--- src/sv/dtp_pkg.sv ---
package dtp_pkg;

  // Parse phase of the options area.
  typedef enum logic [2:0] {
    PH_COOKIE = 3'd0,
    PH_CODE   = 3'd1,
    PH_LEN    = 3'd2,
    PH_VALUE  = 3'd3,
    PH_IGNORE = 3'd4
  } phase_t;

  // Classification reported for each byte.
  typedef enum logic [2:0] {
    KIND_COOKIE  = 3'd0,
    KIND_PAD     = 3'd1,
    KIND_CODE    = 3'd2,
    KIND_LENGTH  = 3'd3,
    KIND_VALUE   = 3'd4,
    KIND_END     = 3'd5,
    KIND_IGNORED = 3'd6
  } kind_t;

  // Sticky status of the current area.
  typedef enum logic [1:0] {
    ST_OK         = 2'd0,
    ST_BAD_COOKIE = 2'd1,
    ST_TRUNCATED  = 2'd2,
    ST_BAD_TYPE   = 2'd3
  } status_t;

  localparam logic [7:0] CODE_PAD      = 8'd0;
  localparam logic [7:0] CODE_END      = 8'd255;
  localparam logic [7:0] CODE_MSG_TYPE = 8'd53;
  localparam logic [7:0] COUNT_MAX     = 8'd255;

  // Magic cookie that opens the options area.
  localparam logic [7:0] COOKIE_BYTES [4] = '{8'd99, 8'd130, 8'd83, 8'd99};

  // One input beat.
  typedef struct packed {
    logic [7:0] data_byte;
    logic       last_byte;
  } item_t;

  // One result beat.
  typedef struct packed {
    logic [2:0] byte_kind;
    logic [7:0] opt_code;
    logic [7:0] option_length;
    logic [7:0] value_index;
    logic       target_hit;
    logic [7:0] option_count;
    logic [7:0] message_type;
    logic       message_type_valid;
    logic       cookie_ok;
    logic [1:0] status;
    logic       packet_done;
  } result_t;

  // Handshake between the stages and the parse core.
  typedef struct packed {
    logic valid;
    logic fire;
  } stage_ctl_t;

endpackage

--- src/sv/dtp_ifs.sv ---
interface dtp_in_if;
  logic       valid;
  logic       ready;
  logic [7:0] data_byte;
  logic       last_byte;

  modport source (output valid, output data_byte, output last_byte, input ready);
  modport sink   (input valid, input data_byte, input last_byte, output ready);
endinterface

interface dtp_out_if;
  logic       valid;
  logic       ready;
  logic [2:0] byte_kind;
  logic [7:0] opt_code;
  logic [7:0] option_length;
  logic [7:0] value_index;
  logic       target_hit;
  logic [7:0] option_count;
  logic [7:0] message_type;
  logic       message_type_valid;
  logic       cookie_ok;
  logic [1:0] status;
  logic       packet_done;

  modport source (
    output valid, output byte_kind, output opt_code, output option_length,
    output value_index, output target_hit, output option_count, output message_type,
    output message_type_valid, output cookie_ok, output status, output packet_done,
    input ready
  );
  modport sink (
    input valid, input byte_kind, input opt_code, input option_length,
    input value_index, input target_hit, input option_count, input message_type,
    input message_type_valid, input cookie_ok, input status, input packet_done,
    output ready
  );
endinterface

--- src/sv/dtp_in_stage.sv ---
module dtp_in_stage (
  input  logic                clk,
  input  logic                rst,
  dtp_in_if.sink              bytes_in,
  input  logic                take,
  output dtp_pkg::stage_ctl_t ctl,
  output dtp_pkg::item_t      item
);

  logic valid;

  // The register frees up in the same cycle that its beat moves on.
  assign bytes_in.ready = !valid || take;
  assign ctl.valid      = valid;
  assign ctl.fire       = take;

  always_ff @(posedge clk) begin
    if (rst) begin
      valid <= 1'b0;
    end else if (bytes_in.ready) begin
      valid <= bytes_in.valid;
    end
  end

  // Payload needs no reset.
  always_ff @(posedge clk) begin
    if (bytes_in.valid && bytes_in.ready) begin
      item.data_byte <= bytes_in.data_byte;
      item.last_byte <= bytes_in.last_byte;
    end
  end

endmodule

--- src/sv/dtp_parse_core.sv ---
module dtp_parse_core (
  input  logic               clk,
  input  logic               rst,
  input  logic               cfg_write,
  input  logic [7:0]         cfg_data,
  input  logic               fire,
  input  dtp_pkg::item_t     item,
  output dtp_pkg::result_t   res
);

  dtp_pkg::phase_t  phase, phase_next;
  logic [1:0]       cookie_position, cookie_position_next;
  logic [7:0]       current_code, current_code_next;
  logic [7:0]       current_length, current_length_next;
  logic [7:0]       bytes_remaining, bytes_remaining_next;
  logic [7:0]       options_seen, options_seen_next;
  logic [7:0]       captured_type, captured_type_next;
  logic             type_captured, type_captured_next;
  logic             target_found, target_found_next;
  logic             in_target_option, in_target_option_next;
  dtp_pkg::status_t error_code, error_code_next;
  logic [7:0]       target_code;

  dtp_pkg::kind_t   kind;
  logic [7:0]       ocode, olen, vidx;
  logic             hit;
  logic [7:0]       count_inc, rem_dec;
  logic [7:0]       b;

  assign b         = item.data_byte;
  assign count_inc = (options_seen != dtp_pkg::COUNT_MAX) ? options_seen + 8'd1 : options_seen;
  assign rem_dec   = bytes_remaining - 8'd1;

  // One parse step: next state and the result for the byte in the input register.
  always_comb begin
    phase_next            = phase;
    cookie_position_next  = cookie_position;
    current_code_next     = current_code;
    current_length_next   = current_length;
    bytes_remaining_next  = bytes_remaining;
    options_seen_next     = options_seen;
    captured_type_next    = captured_type;
    type_captured_next    = type_captured;
    target_found_next     = target_found;
    in_target_option_next = in_target_option;
    error_code_next       = error_code;
    kind  = dtp_pkg::KIND_IGNORED;
    ocode = 8'd0;
    olen  = 8'd0;
    vidx  = 8'd0;
    hit   = 1'b0;

    unique case (phase)
      dtp_pkg::PH_COOKIE: begin
        kind = dtp_pkg::KIND_COOKIE;
        if (b != dtp_pkg::COOKIE_BYTES[cookie_position]) begin
          error_code_next = dtp_pkg::ST_BAD_COOKIE;
          phase_next      = dtp_pkg::PH_IGNORE;
        end else if (cookie_position == 2'd3) begin
          phase_next = dtp_pkg::PH_CODE;
        end else begin
          cookie_position_next = cookie_position + 2'd1;
          if (item.last_byte) begin
            error_code_next = dtp_pkg::ST_BAD_COOKIE;
          end
        end
      end
      dtp_pkg::PH_CODE: begin
        if (b == dtp_pkg::CODE_PAD) begin
          kind = dtp_pkg::KIND_PAD;
        end else if (b == dtp_pkg::CODE_END) begin
          kind       = dtp_pkg::KIND_END;
          phase_next = dtp_pkg::PH_IGNORE;
        end else begin
          kind                = dtp_pkg::KIND_CODE;
          ocode               = b;
          current_code_next   = b;
          current_length_next = 8'd0;
          if (target_code != 8'd0 && b == target_code && !target_found) begin
            target_found_next     = 1'b1;
            in_target_option_next = 1'b1;
          end else begin
            in_target_option_next = 1'b0;
          end
          phase_next = dtp_pkg::PH_LEN;
          if (item.last_byte) begin
            error_code_next = dtp_pkg::ST_TRUNCATED;
          end
        end
      end
      dtp_pkg::PH_LEN: begin
        kind                 = dtp_pkg::KIND_LENGTH;
        ocode                = current_code;
        olen                 = b;
        current_length_next  = b;
        bytes_remaining_next = b;
        if (current_code == dtp_pkg::CODE_MSG_TYPE && !type_captured &&
            error_code == dtp_pkg::ST_OK && b != 8'd1) begin
          error_code_next = dtp_pkg::ST_BAD_TYPE;
        end
        if (b == 8'd0) begin
          options_seen_next = count_inc;
          phase_next        = dtp_pkg::PH_CODE;
        end else begin
          phase_next = dtp_pkg::PH_VALUE;
          if (item.last_byte) begin
            error_code_next = dtp_pkg::ST_TRUNCATED;
          end
        end
      end
      dtp_pkg::PH_VALUE: begin
        kind  = dtp_pkg::KIND_VALUE;
        ocode = current_code;
        olen  = current_length;
        vidx  = current_length - bytes_remaining;
        hit   = in_target_option;
        if (current_code == dtp_pkg::CODE_MSG_TYPE && current_length == 8'd1 &&
            !type_captured && error_code == dtp_pkg::ST_OK) begin
          captured_type_next = b;
          type_captured_next = 1'b1;
        end
        bytes_remaining_next = rem_dec;
        if (rem_dec == 8'd0) begin
          options_seen_next = count_inc;
          phase_next        = dtp_pkg::PH_CODE;
        end else if (item.last_byte) begin
          error_code_next = dtp_pkg::ST_TRUNCATED;
        end
      end
      default: begin
        kind = dtp_pkg::KIND_IGNORED;
      end
    endcase

    // Cookie and truncation errors stop parsing for the rest of the area.
    if (error_code_next == dtp_pkg::ST_BAD_COOKIE || error_code_next == dtp_pkg::ST_TRUNCATED) begin
      phase_next = dtp_pkg::PH_IGNORE;
    end

    res.byte_kind          = kind;
    res.opt_code           = ocode;
    res.option_length      = olen;
    res.value_index        = vidx;
    res.target_hit         = hit;
    res.option_count       = options_seen_next;
    res.message_type       = captured_type_next;
    res.message_type_valid = type_captured_next;
    res.cookie_ok          = (error_code_next != dtp_pkg::ST_BAD_COOKIE);
    res.status             = error_code_next;
    res.packet_done        = item.last_byte;
  end

  // Target code register.
  always_ff @(posedge clk) begin
    if (rst) begin
      target_code <= 8'd0;
    end else if (cfg_write) begin
      target_code <= cfg_data;
    end
  end

  // Parser state; the last byte of an area returns it to the reset values.
  always_ff @(posedge clk) begin
    if (rst || (fire && item.last_byte)) begin
      phase            <= dtp_pkg::PH_COOKIE;
      cookie_position  <= 2'd0;
      current_code     <= 8'd0;
      current_length   <= 8'd0;
      bytes_remaining  <= 8'd0;
      options_seen     <= 8'd0;
      captured_type    <= 8'd0;
      type_captured    <= 1'b0;
      target_found     <= 1'b0;
      in_target_option <= 1'b0;
      error_code       <= dtp_pkg::ST_OK;
    end else if (fire) begin
      phase            <= phase_next;
      cookie_position  <= cookie_position_next;
      current_code     <= current_code_next;
      current_length   <= current_length_next;
      bytes_remaining  <= bytes_remaining_next;
      options_seen     <= options_seen_next;
      captured_type    <= captured_type_next;
      type_captured    <= type_captured_next;
      target_found     <= target_found_next;
      in_target_option <= in_target_option_next;
      error_code       <= error_code_next;
    end
  end

  // The byte marked last always leaves the parser at the start of a new area.
  a_last_clears: assert property (@(posedge clk) disable iff (rst)
    fire && item.last_byte |=> phase == dtp_pkg::PH_COOKIE && options_seen == 8'd0)
    else $error("parser state not cleared after last byte");

  // Fatal errors keep the parser in the ignore phase.
  a_error_ignores: assert property (@(posedge clk) disable iff (rst)
    (error_code == dtp_pkg::ST_BAD_COOKIE || error_code == dtp_pkg::ST_TRUNCATED)
      |-> phase == dtp_pkg::PH_IGNORE)
    else $error("fatal error without ignore phase");

  // The value phase always has at least one byte left to take.
  a_value_nonempty: assert property (@(posedge clk) disable iff (rst)
    phase == dtp_pkg::PH_VALUE |-> bytes_remaining != 8'd0)
    else $error("value phase with no bytes remaining");

  // Only the first matching option can be marked.
  a_target_first: assert property (@(posedge clk) disable iff (rst)
    in_target_option |-> target_found)
    else $error("target option marked before it was found");

endmodule

--- src/sv/dtp_out_stage.sv ---
module dtp_out_stage (
  input  logic             clk,
  input  logic             rst,
  input  logic             load,
  input  dtp_pkg::result_t res,
  output logic             can_load,
  dtp_out_if.source        results
);

  logic             valid;
  dtp_pkg::result_t held;

  // A new beat may enter when the register is empty or being emptied.
  assign can_load      = !valid || results.ready;
  assign results.valid = valid;

  always_ff @(posedge clk) begin
    if (rst) begin
      valid <= 1'b0;
    end else if (can_load) begin
      valid <= load;
    end
  end

  always_ff @(posedge clk) begin
    if (load) begin
      held <= res;
    end
  end

  // Drive the payload from the held result.
  assign results.byte_kind          = held.byte_kind;
  assign results.opt_code           = held.opt_code;
  assign results.option_length      = held.option_length;
  assign results.value_index        = held.value_index;
  assign results.target_hit         = held.target_hit;
  assign results.option_count       = held.option_count;
  assign results.message_type       = held.message_type;
  assign results.message_type_valid = held.message_type_valid;
  assign results.cookie_ok          = held.cookie_ok;
  assign results.status             = held.status;
  assign results.packet_done        = held.packet_done;

endmodule

--- src/sv/dhcp_option_tlv_parser.sv ---
// Options-area parser for DHCP packets, one byte per beat.
// The bytes_in channel carries the options area starting at the magic cookie,
// with last_byte set on its final byte. The results channel returns one beat
// per input byte: its classification, the option it belongs to, running
// counts, the captured message type and a sticky status.
// The target option code is written through cfg_write and cfg_data; the user
// must write it only while the block is idle, as the block itself does not
// enforce this. The value bytes of its first occurrence are flagged.
// An accepted input beat passes through the input register, then through the
// parse logic into the output register. Throughput is one byte per cycle while
// the receiver keeps the results channel ready.
// Reset clears the parse state, the target code and the valid flags of both stage registers.
// The parse state also returns to its reset values after the byte marked last.
// When the receiver stalls, the output register holds its beat, the input
// register fills behind it, and bytes_in.ready drops until the results move.
module dhcp_option_tlv_parser (
  input  logic       clk,
  input  logic       rst,
  input  logic       cfg_write,
  input  logic [7:0] cfg_data,
  dtp_in_if.sink     bytes_in,
  dtp_out_if.source  results
);

  dtp_pkg::stage_ctl_t ctl;
  dtp_pkg::item_t      item;
  dtp_pkg::result_t    res;
  logic                can_load;
  logic                take;

  // A byte is parsed when it is held and the output register can take its result.
  assign take = ctl.valid && can_load;

  dtp_in_stage u_in (
    .clk      (clk),
    .rst      (rst),
    .bytes_in (bytes_in),
    .take     (take),
    .ctl      (ctl),
    .item     (item)
  );

  dtp_parse_core u_core (
    .clk       (clk),
    .rst       (rst),
    .cfg_write (cfg_write),
    .cfg_data  (cfg_data),
    .fire      (ctl.fire),
    .item      (item),
    .res       (res)
  );

  dtp_out_stage u_out (
    .clk      (clk),
    .rst      (rst),
    .load     (ctl.fire),
    .res      (res),
    .can_load (can_load),
    .results  (results)
  );

endmodule
--- src/flat_wrapper.sv ---
// flat-port wrapper written by rule: the top's interface ports become plain ports
module dhcp_option_tlv_parser_flat 
  (clk, rst, cfg_write, cfg_data, bytes_in_valid, bytes_in_data_byte, bytes_in_last_byte, bytes_in_ready, results_valid, results_byte_kind, results_opt_code, results_option_length, results_value_index, results_target_hit, results_option_count, results_message_type, results_message_type_valid, results_cookie_ok, results_status, results_packet_done, results_ready);
  dtp_in_if bytes_in_i ();
  dtp_out_if results_i ();
  input  logic clk;
  input  logic rst;
  input  logic cfg_write;
  input  logic [7:0] cfg_data;
  input wire logic [$bits(bytes_in_i.valid)-1:0] bytes_in_valid;
  input wire logic [$bits(bytes_in_i.data_byte)-1:0] bytes_in_data_byte;
  input wire logic [$bits(bytes_in_i.last_byte)-1:0] bytes_in_last_byte;
  output wire logic [$bits(bytes_in_i.ready)-1:0] bytes_in_ready;
  output wire logic [$bits(results_i.valid)-1:0] results_valid;
  output wire logic [$bits(results_i.byte_kind)-1:0] results_byte_kind;
  output wire logic [$bits(results_i.opt_code)-1:0] results_opt_code;
  output wire logic [$bits(results_i.option_length)-1:0] results_option_length;
  output wire logic [$bits(results_i.value_index)-1:0] results_value_index;
  output wire logic [$bits(results_i.target_hit)-1:0] results_target_hit;
  output wire logic [$bits(results_i.option_count)-1:0] results_option_count;
  output wire logic [$bits(results_i.message_type)-1:0] results_message_type;
  output wire logic [$bits(results_i.message_type_valid)-1:0] results_message_type_valid;
  output wire logic [$bits(results_i.cookie_ok)-1:0] results_cookie_ok;
  output wire logic [$bits(results_i.status)-1:0] results_status;
  output wire logic [$bits(results_i.packet_done)-1:0] results_packet_done;
  input wire logic [$bits(results_i.ready)-1:0] results_ready;
  assign bytes_in_i.valid = bytes_in_valid;
  assign bytes_in_i.data_byte = bytes_in_data_byte;
  assign bytes_in_i.last_byte = bytes_in_last_byte;
  assign bytes_in_ready = bytes_in_i.ready;
  assign results_valid = results_i.valid;
  assign results_byte_kind = results_i.byte_kind;
  assign results_opt_code = results_i.opt_code;
  assign results_option_length = results_i.option_length;
  assign results_value_index = results_i.value_index;
  assign results_target_hit = results_i.target_hit;
  assign results_option_count = results_i.option_count;
  assign results_message_type = results_i.message_type;
  assign results_message_type_valid = results_i.message_type_valid;
  assign results_cookie_ok = results_i.cookie_ok;
  assign results_status = results_i.status;
  assign results_packet_done = results_i.packet_done;
  assign results_i.ready = results_ready;
  dhcp_option_tlv_parser u_core (.clk(clk), .rst(rst), .cfg_write(cfg_write), .cfg_data(cfg_data), .bytes_in(bytes_in_i), .results(results_i));
endmodule
--- config.mk ---
export PLATFORM = sky130hd
export DESIGN_NAME = dhcp_option_tlv_parser_flat
export DESIGN_NICKNAME = d
export VERILOG_FILES = /design/src/sv/dtp_pkg.sv /design/src/sv/dtp_ifs.sv /design/src/sv/dtp_in_stage.sv /design/src/sv/dtp_parse_core.sv /design/src/sv/dtp_out_stage.sv /design/src/sv/dhcp_option_tlv_parser.sv /design/src/flat_wrapper.sv
export SDC_FILE = /design/constraint.sdc
export NUM_CORES = 1
export LEC_CHECK = 0
export BUFFER_PORTS_ARGS = -buffer_cell sky130_fd_sc_hd__buf_4
export CAP_MARGIN = 25
export CORE_MARGIN = 2
export CORE_UTILIZATION = 60
export DETAILED_ROUTE_END_ITERATION = 7
export MAX_ROUTING_LAYER = met4
export PLACE_DENSITY = 0.82
export SLEW_MARGIN = 20
export SYNTH_ARGS = -nofsm -noshare
export SYNTH_HDL_FRONTEND = slang
export SYNTH_SLANG_ARGS = --single-unit
--- constraint.sdc ---
create_clock -name clk -period 7.4 [get_ports clk]
set_input_delay 0.74 -clock clk [delete_from_list [all_inputs] [get_ports clk]]
set_output_delay 0.74 -clock clk [all_outputs]
set_load 0.1 [all_outputs]
==> results by group <==
Route
  • Pre-antenna DRT Iters: 5
  • DR iter-0 viols: 379
  • DRT antenna net count: 0
  • Via density: 6.15
  • DRC Markers: 0
  • Routed WL per cell: 19.2 µm
  • Vias post-DR: 4580
  • Post-Route WL: 14300 µm

Timing
  • Tmin final: 3.84 ns
  • Setup TNS Final: 0 ns
  • Slew Viols, Final: 0
  • Unrepaired setup endpoints after global routing: no
  • Crit share post-route: 0.519
  • Worst slew pin tran: 1.09 ns
  • Final setup margin: 3.56 ns
  • Final setup violation count: 0
  • Setup Skew: 0.0100 ns
  • Maximum clock frequency: 260 MHz
  • Max transition margin: 0.276
  • Fin Hold WS: 0.394 ns
  • Fin. Hold Viols: 0

CTS
  • CTS hold repair buffers: 0
  • PostCTS Resize Cnt: 0
  • Setup bufs post-CTS: 0
  • CTS root buffer: clkbuf_8
  • Clock slew at reported path FFs: 0.06 ns
  • Worst-case clock buffer depth: 2
  • TritonCTS clock tree: built
  • Worst-Skew Late Latency: 0.53 ns
  • # H-tree levels: 4
  • # clock sinks: 118
  • CTS buffer count: 17

Critical path
  • Critical path fanouts, max: 6
  • Crit path kind: register to register
  • Worst path bufs/invs: 1
  • Crit end category: register
  • Largest stage delay on the critical path: 0.52 ns
  • Crit path DAT: 4.25 ns
  • Delay-heaviest family, CP: simple AND/OR/NAND/NOR gates
  • Reg2reg setup slack: 3.56 ns
  • Startpoint types: register
  • CP Cell Sequence: inv_1, ha_1, or3b_4, nor4_1, or3_4, and3_1, a211oi_1, or2_2, ha_1, and3_1, a221oi_4, o2111ai_1, o211a_1
  • Critical-path cell with the highest stage delay: nor4_1
  • CP Data Required Time: 7.81 ns

Placed design
  • GPL Wtd Cong: 0.885
  • Placed standard-cell area: 0.00616 mm²
  • PortBufs: 72
  • Pre-CTS setup slack: 3.66 ns
  • DPL Wire Length: 9280 µm

Yosys
  • Top_reg_cell synth: dfxtp_1
  • Async set or reset register ratio after synthesis: 0
  • Post-synth EDFFs: 58
  • Cell Area, Synth: 0.00557 mm²
  • Post-Synth Simple-Gate Area: 0.177
  • Warnings, synthesis: 0
  • Largest family of logic cells by synthesized area: simple AND/OR/NAND/NOR gates
  • Adder-Cell Fraction of Synth Area: 0.0351
  • Mux cell area share after synthesis: 0.0488
  • Sequential element share of the synthesized area: 0.529
  • Synth Area in Compound Gates: 0.144
  • Syn avg cell area: 9.99 µm²
  • Synth Register Bits: 118
  • Post-Synthesis Cells: 557
  • Distinct cells, synth: 60
  • XOR/XNOR Fraction of Synth Area: 0.0299
  • Syn Nets: 594

GRT
  • Initial antenna violation count: 0
  • M1 GR Usage: 0.355
  • GRT met3 Usage: 0.0738
  • First-pass GRT wire length: 22800 µm
  • Grt ovf: 0
  • Gr usage total: 0.305
  • Largest net degree at the start of global routing: 54
  • Met2 usage: 0.504
  • Gr busiest metal: met2
  • Vias in the first global route: 4454

Final layout
  • Antenna cells: 0
  • Area Growth Syn to Fin: 21.0%
  • Post-route cell area: 0.00674 mm²
  • Final nets: 658
  • Filler instances: 650
  • Layout cells sized above 1: 0.199

Floorplanning
  • Die extent in y: 100 µm
  • Die Area: 0.0101 mm²
  • Ports: 73
  • Core area: 0.00911 mm²
  • Die W: 100 µm
  • Initial core utilization: 0.611
  • Rows: 35

Outcome
  • Status: complete, no violations

Min path
  • Worst hold path type: input port to register

Power and ir drop
  • VDD IR max: 0.143 mV
  • Total chip power: 1.69 mW
  • Leak: 2.54 nW
  • Pwr Density: 251 mW/mm²

Flow run
  • Max Cap Viol: 0
==> area by class of cell <==
cell class              instances  area, µm²  area share
well taps                     111        139      0.0206
multi-input cells             386       2420       0.359
flip-flops and latches        118       2940       0.437
clock buffers                  19        432      0.0641
inverters                      22       82.6      0.0123
clock inverters                13        149      0.0221
repair buffers                 76        571      0.0847
==> final timing paths <==
kind	start	to	cells past startpoint
hold reg to reg	u_core.u_core.captured_type[3]	u_core.u_core.captured_type[3]	2
hold / removal	bytes_in_last_byte	u_core.u_in.item[0]	1
setup reg to reg	u_core.u_core.bytes_remaining[1]	u_core.u_core.phase[2]	13
setup / recovery	u_core.u_core.bytes_remaining[1]	u_core.u_core.phase[2]	13
==> flip-flops by register name, indices dropped and copies added (netlist names), 2 cells and up <==
register and cells:
u_core.u_out.results.opt_code 8, u_core.u_core.current_length 8, u_core.u_out.results.option_count 8, u_core.u_core.options_seen 8, u_core.u_core.phase 3, u_core.u_core.cookie_position 2, u_core.u_out.results.message_type 8, u_core.u_core.captured_type 8
u_core.u_in.item 9, u_core.u_out.results.byte_kind 3, u_core.u_out.results.option_length 8, u_core.u_core.target_code 8, u_core.u_core.bytes_remaining 8, u_core.u_out.results.value_index 8, u_core.u_core.current_code 8, u_core.u_out.results.status 2
u_core.u_core.error_code 2
==> through the flow <==
stage,instances,utilization
after global placement,713,0.676
final,745,0.740
after CTS,745,0.740
after floorplan,557,-
after detailed placement,713,0.676
after global routing,745,0.740
==> cell usage after synthesis, types with 5 or more instances <==
master    instances  share of area
nand2b_1          6         0.0067
nand3_1          12          0.011
clkbuf_1         26          0.018
o21ai_0          17          0.015
xnor2_1          14          0.022
and3_1            9          0.010
a22o_1            8          0.013
mux2_2            9          0.018
nor3_1           17          0.015
xor2_1            5         0.0079
nor4_1            8         0.0090
a21oi_1          42          0.038
nand4_1           6         0.0067
a31oi_1           6         0.0067
inv_1            22          0.015
ha_1             14          0.031
dfxtp_1          60           0.22
mux2i_1          17          0.031
nand2_1          48          0.032
nor2_1           73          0.049
edfxtp_1         58           0.31
a22oi_1           9          0.012
nor2b_1           7         0.0079
==> power breakdown <==
part	switching [mW]	leakage [nW]	total (mW)	internal, mW
clock	0.307	0.280	0.799	0.492
combinational	0.125	1.23	0.163	0.0380
sequential	0.0209	1.03	0.725	0.704
==> placed cells by master (no fill, tap or decap), types with 16 or more instances in the layout <==
cell type,Yosys,final
a21oi_1,42,42
buf_4,0,76
clkbuf_16,0,16
dfxtp_1,60,60
edfxtp_1,58,58
inv_1,22,21
mux2i_1,17,17
nand2_1,48,48
nor2_1,73,73
nor3_1,17,17
o21ai_0,17,17
==> kinds of logic after synthesis <==
| kind of cell | Yosys count |
|---|---|
| buffers and inverters | 53 |
| DFF | 118 |
| adders and majority gates | 15 |
| xor gates and xnor gates | 19 |
| and+or+nand+nor | 207 |
| AOI/OAI and AO/OA | 119 |
| muxes | 26 |
==> per-layer routing <==
| layer | up-vias | share of wire |
|---|---|---|
| met4 | 0 | 0.029 |
| li1 | 2152 | - |
| met2 | 229 | 0.51 |
| met5 | - | 0 |
| met1 | 2154 | 0.40 |
| met3 | 45 | 0.065 |
(Power assumes the default switching activity.)
